==> config.mk <==
export PLATFORM = sky130hd
export DESIGN_NAME = chist_ctrl
export DESIGN_NICKNAME = d
export VERILOG_FILES = /design/src/hw/rtl/channel_histogram_defines.svh /design/src/hw/rtl/chist_pkg.sv /design/src/hw/rtl/chist_ctrl.sv
export SDC_FILE = /design/constraint.sdc
export NUM_CORES = 1
export LEC_CHECK = 0
export BUFFER_PORTS_ARGS = -buffer_cell sky130_fd_sc_hd__buf_2
export CAP_MARGIN = 20
export CORE_AREA = 8 8 45 47
export DETAILED_ROUTE_END_ITERATION = 12
export DIE_AREA = 0 0 53 55
export GPL_ROUTABILITY_DRIVEN = 1
export SLEW_MARGIN = 20
export SYNTH_ARGS = -nofsm -noshare
export SYNTH_HDL_FRONTEND = slang
export SYNTH_SLANG_ARGS = --single-unit
==> constraint.sdc <==
create_clock -name clk_i -period 1.7 [get_ports clk_i]
set_input_delay 0.51 -clock clk_i [delete_from_list [all_inputs] [get_ports clk_i]]
set_output_delay 0.51 -clock clk_i [all_outputs]
set_load 0.01 [all_outputs]
==> src/hw/rtl/channel_histogram_defines.svh <==
// Assertion macros for the channel histogram
`ifndef CHANNEL_HISTOGRAM_DEFINES_SVH
`define CHANNEL_HISTOGRAM_DEFINES_SVH

// Check that a condition holds in the same cycle as its trigger
`define CH_ASSERT_SAME(label, ante, cons, msg) \
  label: assert property (@(posedge clk_i) disable iff (!rst_ni) (ante) |-> (cons)) \
    else $error(msg);

// Check that a condition holds in the cycle after its trigger
`define CH_ASSERT_NEXT(label, ante, cons, msg) \
  label: assert property (@(posedge clk_i) disable iff (!rst_ni) (ante) |=> (cons)) \
    else $error(msg);

`endif

==> src/hw/rtl/chist_pkg.sv <==
package chist_pkg;

  localparam int NumBins    = 256;
  localparam int BinIdxBits = $clog2(NumBins);
  localparam int CountBits  = 24;
  localparam int OutBits    = 24;
  localparam int WideBits   = (CountBits > OutBits) ? CountBits : OutBits;
  localparam int LumaBits   = 13;

  localparam logic [1:0] ChanRed   = 2'd0;
  localparam logic [1:0] ChanGreen = 2'd1;
  localparam logic [1:0] ChanBlue  = 2'd2;
  localparam logic [1:0] ChanGrey  = 2'd3;

  localparam logic [0:0] ActPixel = 1'b0;
  localparam logic [0:0] ActRead  = 1'b1;

  typedef struct packed {
    logic [0:0] action;
    logic [7:0] red;
    logic [7:0] green;
    logic [7:0] blue;
    logic [7:0] bin_index;
  } in_item_t;

  typedef struct packed {
    logic [7:0]         bin_number;
    logic [OutBits-1:0] bin_count;
  } out_item_t;

  typedef struct packed {
    logic clr_wr;
    logic capture;
    logic rd_en;
    logic wb_en;
    logic out_load;
  } ctrl_cmd_t;

  typedef struct packed {
    logic clr_last;
    logic is_read;
    logic out_free;
  } ctrl_sts_t;

endpackage

==> src/hw/rtl/chist_ctrl.sv <==
module chist_ctrl (
  input  logic                  clk_i,
  input  logic                  rst_ni,
  input  logic                  in_valid_i,
  output logic                  in_stall_o,
  input  chist_pkg::ctrl_sts_t  sts_i,
  output chist_pkg::ctrl_cmd_t  cmd_o
);
  import chist_pkg::*;

  localparam logic [1:0] StClear  = 2'd0;
  localparam logic [1:0] StIdle   = 2'd1;
  localparam logic [1:0] StRead   = 2'd2;
  localparam logic [1:0] StModify = 2'd3;

  logic [1:0] state_q, state_d;

  always_comb begin
    state_d = state_q;
    cmd_o   = '0;
    unique case (state_q)
      StClear: begin
        cmd_o.clr_wr = 1'b1;
        if (sts_i.clr_last) begin
          state_d = StIdle;
        end
      end
      StIdle: begin
        if (in_valid_i) begin
          cmd_o.capture = 1'b1;
          state_d       = StRead;
        end
      end
      StRead: begin
        cmd_o.rd_en = 1'b1;
        state_d     = StModify;
      end
      StModify: begin
        if (!sts_i.is_read) begin
          cmd_o.wb_en = 1'b1;
          state_d     = StIdle;
        end else if (sts_i.out_free) begin
          cmd_o.wb_en    = 1'b1;
          cmd_o.out_load = 1'b1;
          state_d        = StIdle;
        end
      end
      default: begin
        state_d = StClear;
      end
    endcase
  end

  always_ff @(posedge clk_i or negedge rst_ni) begin
    if (!rst_ni) begin
      state_q <= StClear;
    end else begin
      state_q <= state_d;
    end
  end

  assign in_stall_o = (state_q != StIdle);

endmodule

Word level (Yosys, flattened, before mapping)
Cells that the tools add are included.
{"block": "word_totals", "input_bits": 6, "output_inout_bits": 6, "elab_cells": 23, "reg_bits": 2}
{"block": "classes", "muxes": 13, "reduce_logical": 2, "n_eq_ne": 7}
{"operator": "2-bit two-way mux", "n": 6}
{"operator": "2-bit one-hot mux with 4 select lines", "n": 1}
{"operator": "1-bit two-way mux", "n": 6}
{"operator": "2-bit equality test (second input constant)", "n": 2}
{"operator": "2-bit != test (second input constant)", "n": 2}
{"operator": "3-bit != test (second input constant)", "n": 1}
{"operator": "3-bit AND reduction", "n": 1}
{"operator": "2-bit by 1-bit equality test with 1-bit output (second input constant)", "n": 1}
{"operator": "2-bit logical NOT", "n": 1}
{"operator": "2-bit by 1-bit != test with 1-bit output (second input constant)", "n": 1}

Depth between registers and ports, before layout
Gate-level depths: netlist (run 1).
{"block": "logic_depth", "depth_word": 3, "depth_mapped": 5, "ltp_nobuf": 5}

Least setup slack after synthesis (run 1)
Ideal clock, no wire load.
{"block": "synth_path", "kind": "reg-to-reg", "from": "register state_q[1]", "to": "register state_q[1]", "setup_ns": 0.125, "n_path_buf": 0, "required_time_ns": 1.575, "stages_incl_launch_ff": 6, "synth_period_minus_slack_ns": 1.360, "arrival_time_ns": 1.235, "path_slack_ns": 0.340, "cell_sequence": "dfrtp_1 > inv_1 > ha_1 > inv_2 > o221ai_2 > mux2_4"}
{"block": "synth_via", "elab_chain_len": 3, "elab_cells_between_ends": 9, "cone_classes": "6 x eq/ne; 1 x mux; 2 x reduce/logical"}
{"item": "start, declared", "line": "chist_ctrl.sv:16", "rtl": "logic [1:0] state_q, state_d;"}
{"item": "start signal, assigned", "line": "chist_ctrl.sv:56", "rtl": "state_q <= StClear;"}
{"item": "start signal, assigned", "line": "chist_ctrl.sv:58", "rtl": "state_q <= state_d;"}
{"item": "2-bit equality test (tied with other cells)", "line": "chist_ctrl.sv:21", "rtl": "unique case (state_q)"}
{"item": "3-bit != test (no line) / 2-bit != test (equally long branches)"}
{"item": "3-bit AND reduction (no line)"}
Parallel ways exist; a longest one is shown, timed or not.
A chain may end at the register's enable or synchronous reset.

==> results of run 1 <==
final cells by class:
type | count | area, µm²
inverter | 5 | 18.8
multi-input combinational | 11 | 121
tap | 16 | 20.0
clock buffer | 3 | 22.5
timing repair buffer | 12 | 62.6
fill | 158 | 1090
sequential | 2 | 50.0
worst max path at each step:
stage / to / cells after the start / slack, ps
floorplan: state_q[1] / 5 / 340
global placement: cmd_o[3] / 4 / 250
detailed placement: cmd_o[3] / 4 / 230
CTS: cmd_o[3] / 4 / 30
global route: cmd_o[3] / 4 / -10
finish: cmd_o[3] / 4 / 40
worst max-delay path: cells and delay by family, from the launching register on:
| family | cells | cell delay, ps |
|---|---|---|
| flops | 1 | 370 |
| buf+inv | 2 | 210 |
| fa+ha+maj | 1 | 190 |
| simple gates | 1 | 160 |
synthesized netlist by cell type (all sizes together):
library cell and instances:
ha 4, inv 5, nand3b 1, mux2 1, dfrtp 2, o221ai 1
and2 1, and3 1, mux2i 1, a21boi 1
power by group:
group / switching, µW / total [µW] / internal, µW
Clock: 26.0 / 104 / 77.8
Combinational: 152 / 315 / 164
Sequential: 21.5 / 95.3 / 73.8
timing repair:
item                                    4_1_cts  5_1_grt
gates resized for setup                       1        0
buffers inserted                              1        0
endpoints found under the setup margin        1        1
metrics by stage:
stage	std cells	total power [µW]	hold WS, ps	setup TNS, ps
detailed placement	45	392	297	0
finish	49	515	65.0	0
global route	49	560	58.2	-11.0
CTS	49	527	54.9	0
global placement	45	388	296	0
floorplan	18	304	214	0
layer usage:
layer | routed length, µm | share of wire (%)
met5 | 0 | 0
met3 | 103 | 21
met4 | 0 | 0
met2 | 191 | 38
met1 | 202 | 41
cell families (layout without fill, tap and decap cells):
| family | after synthesis | count (layout) | share of synthesized area, % |
|---|---|---|---|
| flip-flops | 2 | 2 | 26.7 |
| AO/OA/AOI/OAI | 2 | 2 | 12.0 |
| buffers and inverters | 5 | 20 | 10.0 |
| multiplexers | 2 | 2 | 13.3 |
| AND/OR/NAND/NOR | 3 | 3 | 11.3 |
| adder cells (fa/ha/maj) | 4 | 4 | 26.7 |
==> parameters.txt, run 1 <==
Parameter                              Value

Timing
  Final worst setup slack    42.0 ps
  Setup-failing EPs final    0
  Fin crit period    1660 ps
  Unrepaired setup endpoints after global routing    yes
  Period Utilization, post-route    97.5%
  Slew @ Worst Pin    252 ps
  Highest Clock Rate    603 MHz
  Number of pins exceeding their max-slew limit in the final report    0
  Worst slew margin relative to its limit    83.2%
  Hold Violations, Final    0
  Final clock skew    1.99 ps

Placement
  Instance area after placement    263 µm²
  HPWL after detailed placement    368 µm
  Gp weighted congestion    0.658
  Setup Slack @ Placement    231 ps
  Number of port buffers    11

Synth
  Cell variety after synth    11
  Dominant cell type by area after synthesis    sky130_fd_sc_hd__dfrtp_1
  Share of Yosys cell area claimed by the top area cell type    26.7%
  Syn Inst Count    18
  Proportion of synthesized chip area in sequential cells    26.7%
  Flops & latches, synth    2
  Area of the mapped netlist    188 µm²
  Syn. warnings    0
  Average size of a mapped cell    10.4 µm²
  Syn nets    28
  Leading post-synthesis cells by cell area    sky130_fd_sc_hd__dfrtp_1 27%, sky130_fd_sc_hd__ha_1 27%, sky130_fd_sc_hd__inv_1 8.0%

Route
  Drt first pass iters    1
  Final routed wire length divided by cell count    10.1 µm
  Vias per Instance    3.51
  Detailed-route DRC error count    0
  Via count of the routed design    172
  DRC violation total after the first TritonRoute iteration    0
  Number of nets still failing antenna checks after routing    0
  Routed WL    497 µm

Floorplan
  Number of cell rows    14
  Number of ports placed on the die boundary    12
  Width of the die    53 µm
  Die height    55 µm
  Core area    1380 µm²
  Effective utilization at floorplan    13.6%
  Die footprint    2920 µm²

Flow run
  # Max-Cap Violations    0

Final layout
  Commonest cells after routing, fill and taps aside    11 x sky130_fd_sc_hd__buf_2, 4 x sky130_fd_sc_hd__inv_1, 3 x sky130_fd_sc_hd__ha_1, 3 x sky130_fd_sc_hd__clkbuf_4, 2 x sky130_fd_sc_hd__dfrtp_1
  Top reg by flops    state_q
  Flip-flop count of the largest register after layout    2
  Fraction of layout instances using a drive strength above 1    60.6%
  Count of antenna diodes in the layout    0
  Largest registers    state_q (2)
  Post-layout util    21.3%
  Final standard cell area without fillers    295 µm²
  Most frequent standard cell in the layout excluding fill and tap cells    sky130_fd_sc_hd__buf_2
  Signed area change from the synthesized netlist to the final layout    57.3%
  Nets    45

Setup path
  Max incr delay on CP    370 ps
  Slack of the worst reg-to-reg path    290 ps
  Startpoint of the lowest-slack register-to-register path    state_q[1]
  Depth of the worst register-to-register path    5
  CP Launch Type    flip-flop
  Highest-delay cell along the critical path    sky130_fd_sc_hd__dfrtp_1
  CP Cell Sequence    inv_1, ha_2, and2_2, buf_2
  Critical Setup Path Class    flip-flop to primary output
  Worst R2R End    state_q[1]
  Data arrival at the endpoint of the critical path    1150 ps
  Data required, critical path    1190 ps
  Endpoint class of the critical path    primary output
  Maximum net fanout on the critical path    4
  Critical path origin    state_q[1]

Global route
  Total GRT Usage    3.61%
  Met1 Resource Use GR    3.35%
  Antenna violations before repair    0
  Sum of overflow across all layers after global routing    0
  Routing layer with the top usage in global route    met2
  Global-route wire length before repair    724 µm
  Global-route met3 utilization    3.21%
  Met2 usage in global routing    5.08%
  Via count of the first global-routing pass    197
  Maximum number of pins on one net before global-route repair    5

Clock tree
  Root Buffer    sky130_fd_sc_hd__clkbuf_4
  TritonCTS Sinks    2
  TritonCTS clock tree    built
  Clock-pin slew on the worst setup and hold paths    30 ps
  Clock buffers created by TritonCTS    3
  Clock latency reported for the late side of the worst-skew pair    220 ps
  Clk buf depth    2
  Hold bufs inserted after CTS    0
  Htree depth    1

Run status
  Outcome    finished clean

Min path
  Min-Delay Path Class    primary input to asynchronous set/reset pin

Pwr
  Peak supply drop    0.529 mV
  P per Cell Area    1740 nW/µm²
  P_leak    0.000169 µW
(Power assumes the default switching activity.)
==> inputs of run 2 (changes only) <==
- CTS_CLUSTER_SIZE: default -> 20
- clock period: 1.7 -> 1.3 ns (I/O delays scaled with it)
==> run 2 against run 1 <==
Compared with the run above: the run now ends with negative setup slack left; utilization is 12 points higher; sequential share of layout area shrank 5.7 points; worst hold slack better by 410 ps; register-to-register slack lost 400 ps; flip-flop and latch count is the same; global-route usage rose by 0.60 points; sequential power grew 69%; cell count rose by 14%; first-iteration DRC count is 2 higher; combinational power rose to 2.6 times the previous value; largest cell class unchanged; setup slack worse by 250 ps; highest routed layer unchanged.
==> parameters.txt, run 2 (same netlist as run 1, synthesis figures left out) <==
Parameter                              Value

Timing
  Number of pins exceeding their max-slew limit in the final report    0
  Final worst setup slack    -210 ps
  Slew @ Worst Pin    207 ps
  Sum of negative setup slack    -1280 ps
  Unrepaired setup endpoints after global routing    yes
  Final clock skew    2.54 ps
  Hold Violations, Final    0
  Setup-failing EPs final    8
  Worst slew margin relative to its limit    86.2%
  Period Utilization, post-route    116%
  Fin crit period    1510 ps
  Highest Clock Rate    662 MHz

Global route
  Antenna violations before repair    0
  Maximum number of pins on one net before global-route repair    5
  Total GRT Usage    4.21%
  Sum of overflow across all layers after global routing    0
  Via count of the first global-routing pass    215
  Global-route wire length before repair    834 µm

Clock tree
  Root Buffer    sky130_fd_sc_hd__clkbuf_4
  Clock-pin slew on the worst setup and hold paths    30 ps
  TritonCTS clock tree    built
  Clock buffers created by TritonCTS    3
  Clock latency reported for the late side of the worst-skew pair    220 ps
  Clk buf depth    2
  Htree depth    1
  TritonCTS Sinks    2

Final layout
  Signed area change from the synthesized netlist to the final layout    149%
  Count of antenna diodes in the layout    0
  Nets    52
  Largest registers    state_q (2)
  Final cell count without fillers    56
  Commonest cells after routing, fill and taps aside    9 x sky130_fd_sc_hd__buf_6, 6 x sky130_fd_sc_hd__buf_2, 4 x sky130_fd_sc_hd__inv_2, 4 x sky130_fd_sc_hd__ha_4
  Flip-flop count of the largest register after layout    2
  Fraction of layout instances using a drive strength above 1    90.0%
  Most frequent standard cell in the layout excluding fill and tap cells    sky130_fd_sc_hd__buf_6
  Top reg by flops    state_q

Setup path
  Data arrival at the endpoint of the critical path    1120 ps
  Gate family responsible for the most delay along the worst path    flip-flops
  Buf/Inv on CP    1
  Endpoint class of the critical path    primary output
  CP Launch Type    flip-flop
  Highest-delay cell along the critical path    sky130_fd_sc_hd__dfrtp_2
  Critical Setup Path Class    flip-flop to primary output
  Startpoint of the lowest-slack register-to-register path    state_q[1]
  Maximum net fanout on the critical path    3
  Data required, critical path    910 ps
  Max incr delay on CP    440 ps
  CP Cell Sequence    ha_4, a21boi_2, buf_2
  Depth of the worst register-to-register path    6
  Slack of the worst reg-to-reg path    -110 ps
  Worst R2R End    state_q[1]

Pwr
  Peak supply drop    0.808 mV
  Fraction of power consumed by combinational cells    73.4%
  P per Cell Area    2380 nW/µm²
  Sw Share    35.7%
  Net switching component of the power    398 µW
  Total power after layout    1120 µW
  Proportion of power drawn by the clock network    12.1%
  Sequential fraction of design power    14.4%
  P_int    717 µW
  P_leak    0.000213 µW

Min path
  Min-Delay Path Class    primary input to asynchronous set/reset pin

Floorplan
  Width of the die    53 µm
  Die height    55 µm
  Die footprint    2920 µm²
  Core area    1380 µm²
  Number of cell rows    14
  Number of ports placed on the die boundary    12
  Effective utilization at floorplan    13.6%

Route
  Final routed wire length divided by cell count    10.8 µm
  DRC violation total after the first TritonRoute iteration    2
  Via count of the routed design    212
  Number of nets still failing antenna checks after routing    0
  Detailed-route DRC error count    0
  Vias per Instance    3.79
  Routed WL    603 µm
  Drt first pass iters    3

Placement
  Gp weighted congestion    0.583
  Number of port buffers    11
  Dpl cells    48

Run status
  Outcome    finished, violations left
  Violations in the final reports    negative setup slack

Flow run
  # Max-Cap Violations    0
-- run 2: cell count changes in the layout (fill, tap and decap cells not counted), sizes merged --
| cell | previous run | this run |
|---|---|---|
| dlygate4sd3 | 0 | 1 |
| buf | 12 | 18 |
-- run 2: worst max path at each step --
stage | depth (start not counted) | slack, ps | startpoint | endpoint
floorplan | 5 | -40 | state_q[1] | state_q[1]
global placement | 5 | -60 | state_q[1] | state_q[1]
detailed placement | 6 | -70 | state_q[1] | state_q[0]
CTS | 3 | -260 | state_q[0] | cmd_o[1]
global route | 4 | -240 | state_q[1] | cmd_o[3]
finish | 3 | -210 | state_q[0] | cmd_o[1]
-- run 2: layer usage --
metal / part of all wire, % / wire, µm / up-vias / global-route usage, %
met3: 10 / 62 / 0 / 3.21
met5: 0 / 0 / - / 0
met4: 0 / 0 / 0 / 2.59
met1: 36 / 216 / 102 / 3.35
li1: - / - / 103 / -
met2: 54 / 323 / 7 / 7.23
-- run 2: layout make-up --
type | count | area (µm²)
fill | 140 | 916
timing repair buffer | 19 | 164
sequential | 2 | 52.6
inverter | 5 | 18.8
multi-input combinational | 11 | 190
clock buffer | 3 | 22.5
tap | 16 | 20.0
-- run 2: timing repair --
action / in CTS / in global routing
buffers inserted: 2 / 2
pin swaps: 3 / 1
gates resized for setup: 18 / 7
endpoints found under the setup margin: 8 / 8
hold buffers: 1 / 0
endpoints found under the hold margin: 2 / 0
-- run 2: power by group through the flow --
stage / sequential, µW / clock (µW) / combinational, µW
2_1_floorplan: 120 / 0 / 283
3_3_place_gp: 126 / 0 / 453
3_5_place_dp: 128 / 0 / 461
4_1_cts: 141 / 145 / 704
5_1_grt: 165 / 152 / 894
6_report: 161 / 135 / 819
-- run 2: worst reg2reg max path, cell delays in order, from the launching register on --
cell                       delay (ps)
sky130_fd_sc_hd__dfrtp_2          430
sky130_fd_sc_hd__inv_2            100
sky130_fd_sc_hd__buf_6            100
sky130_fd_sc_hd__ha_4             130
sky130_fd_sc_hd__inv_2             40
sky130_fd_sc_hd__o221ai_4         160
sky130_fd_sc_hd__mux2_4           320
-- run 2: metrics by stage --
stage	setup WS [ps]	hold slack (ps)	area, µm²	utilization [%]
after global routing	-243	468	468	33.8
final	-210	479	468	33.8
after floorplan	-39.2	94.4	193	-
after global placement	-55.3	175	290	21.0
after detailed placement	-69.5	178	290	21.0
after CTS	-257	471	414	29.9
==> inputs of run 3 (changes only) <==
- CTS_BUF_LIST: default -> sky130_fd_sc_hd__clkbuf_8
==> run 3 against run 2 <==
Compared with the run above: the run still ends with negative setup slack left; final area is 4.0% higher; flip-flop and latch count stayed put; non-clock buffer count stayed put; cell count stayed put; largest cell class unchanged.
==> parameters.txt, run 3 (same netlist as run 1, synthesis figures left out) <==
Parameter                              Value

Run status
  Outcome    finished, violations left
  Violations in the final reports    negative setup slack

Clock tree
  Clock buffers created by TritonCTS    3
  Clock latency reported for the late side of the worst-skew pair    210 ps
  TritonCTS clock tree    built
  Clk buf depth    2
  TritonCTS Sinks    2
  Root Buffer    sky130_fd_sc_hd__clkbuf_8
  Clock-pin slew on the worst setup and hold paths    30 ps
  Htree depth    1

Pwr
  P_leak    0.000221 µW
  Peak supply drop    1.03 mV
  P per Cell Area    2500 nW/µm²

Final layout
  Signed area change from the synthesized netlist to the final layout    159%
  Top reg by flops    state_q
  Fraction of layout instances using a drive strength above 1    90.0%
  Commonest cells after routing, fill and taps aside    9 x sky130_fd_sc_hd__buf_6, 6 x sky130_fd_sc_hd__buf_2, 4 x sky130_fd_sc_hd__inv_2, 4 x sky130_fd_sc_hd__ha_4
  Most frequent standard cell in the layout excluding fill and tap cells    sky130_fd_sc_hd__buf_6
  Final cell count without fillers    56
  Nets    52
  Largest registers    state_q (2)
  Flip-flop count of the largest register after layout    2
  Filler cells    140
  Count of antenna diodes in the layout    0

Placement
  Number of port buffers    11
  Gp weighted congestion    0.583
  Dpl cells    48

Floorplan
  Core area    1380 µm²
  Width of the die    53 µm
  Effective utilization at floorplan    13.6%
  Number of ports placed on the die boundary    12
  Die footprint    2920 µm²
  Die height    55 µm
  Number of cell rows    14

Global route
  Total GRT Usage    3.99%
  Maximum number of pins on one net before global-route repair    5
  Via count of the first global-routing pass    211
  Antenna violations before repair    0
  Global-route wire length before repair    807 µm
  Sum of overflow across all layers after global routing    0

Min path
  Min-Delay Path Class    primary input to asynchronous set/reset pin

Route
  Via count of the routed design    211
  Detailed-route DRC error count    0
  DRC violation total after the first TritonRoute iteration    2
  Final routed wire length divided by cell count    10.6 µm
  Vias per Instance    3.77
  Number of nets still failing antenna checks after routing    0
  Drt first pass iters    4
  Routed WL    591 µm

Timing
  Hold Violations, Final    0
  Unrepaired setup endpoints after global routing    yes
  Setup-failing EPs final    8
  Worst slew margin relative to its limit    86.2%
  Hold slack    495 ps
  Highest Clock Rate    670 MHz
  Slew @ Worst Pin    207 ps
  Fin crit period    1490 ps
  Number of pins exceeding their max-slew limit in the final report    0
  Final clock skew    3.29 ps
  Period Utilization, post-route    115%
  Final worst setup slack    -193 ps

Setup path
  Depth of the worst register-to-register path    6
  Data required, critical path    910 ps
  Maximum net fanout on the critical path    3
  Data arrival at the endpoint of the critical path    1100 ps
  Endpoint class of the critical path    primary output
  CP Launch Type    flip-flop
  Critical Setup Path Class    flip-flop to primary output

Flow run
  # Max-Cap Violations    0
[run 3: cell types whose count changed in the layout (fill, tap and decap cells not counted)]
| cell | change |
|---|---|
| sky130_fd_sc_hd__clkbuf_4 | -3 |
| sky130_fd_sc_hd__clkbuf_8 | +3 |
[run 3: worst paths after layout]
kind / startpoint / end / slack, ps
worst max-delay path: state_q[0] / cmd_o[1] / -190
worst min-delay path: rst_ni / state_q[1] / 500
worst max register to register: state_q[1] / state_q[1] / -100
worst min register to register: state_q[1] / state_q[1] / 670
max in group asynchronous: rst_ni / state_q[0] / 700
min in group clk_i: sts_i[2] / state_q[1] / 650
[run 3: critical path, cell delays in order (launching register included)]
cell                       delay, ps
sky130_fd_sc_hd__dfrtp_2         440
sky130_fd_sc_hd__ha_4            180
sky130_fd_sc_hd__a21boi_2        140
sky130_fd_sc_hd__buf_2           130
[run 3: cell type report]
| type | instances | area (µm²) | share of cell area, % |
|---|---|---|---|
| repair buffers | 19 | 164 | 33.7 |
| flip-flops and latches | 2 | 52.6 | 10.8 |
| inverters | 5 | 18.8 | 3.86 |
| clock buffers | 3 | 41.3 | 8.48 |
| multi-input cells | 11 | 190 | 39.1 |
| well taps | 16 | 20.0 | 4.11 |
[run 3: through the flow]
step	setup TNS, ps	util (%)	setup slack (ps)	cell area (µm²)	power, µW
floorplan	-39.2	-	-39.2	193	404
global route	-1470	35.2	-218	487	1310
finish	-1160	35.2	-193	487	1220
CTS	-1250	31.3	-233	433	1090
global placement	-106	21.0	-55.3	290	579
detailed placement	-159	21.0	-69.5	290	589
[run 3: repair_timing]
action                                 CTS  global route
buffers inserted                         2             2
setup endpoints to repair                8             8
gates resized for setup                 18             7
endpoints found under the hold margin    2             0
hold buffers                             1             0
pin swaps                                3             1
[run 3: power breakdown]
group          internal, µW  leakage [µW]  total (µW)  switching [µW]
combinational           514      0.000179         819             305
clock                   195     0.0000216         237            41.8
sequential              103     0.0000206         160            57.3
[run 3: layer usage]
layer | wire, µm | vias up | GRT usage, % | share of wire [%]
li1 | - | 102 | - | -
met1 | 211 | 102 | 3.35 | 36
met2 | 317 | 7 | 7.03 | 54
met3 | 62 | 0 | 3.21 | 10
met4 | 0 | 0 | 1.29 | 0
met5 | 0 | - | 0 | 0
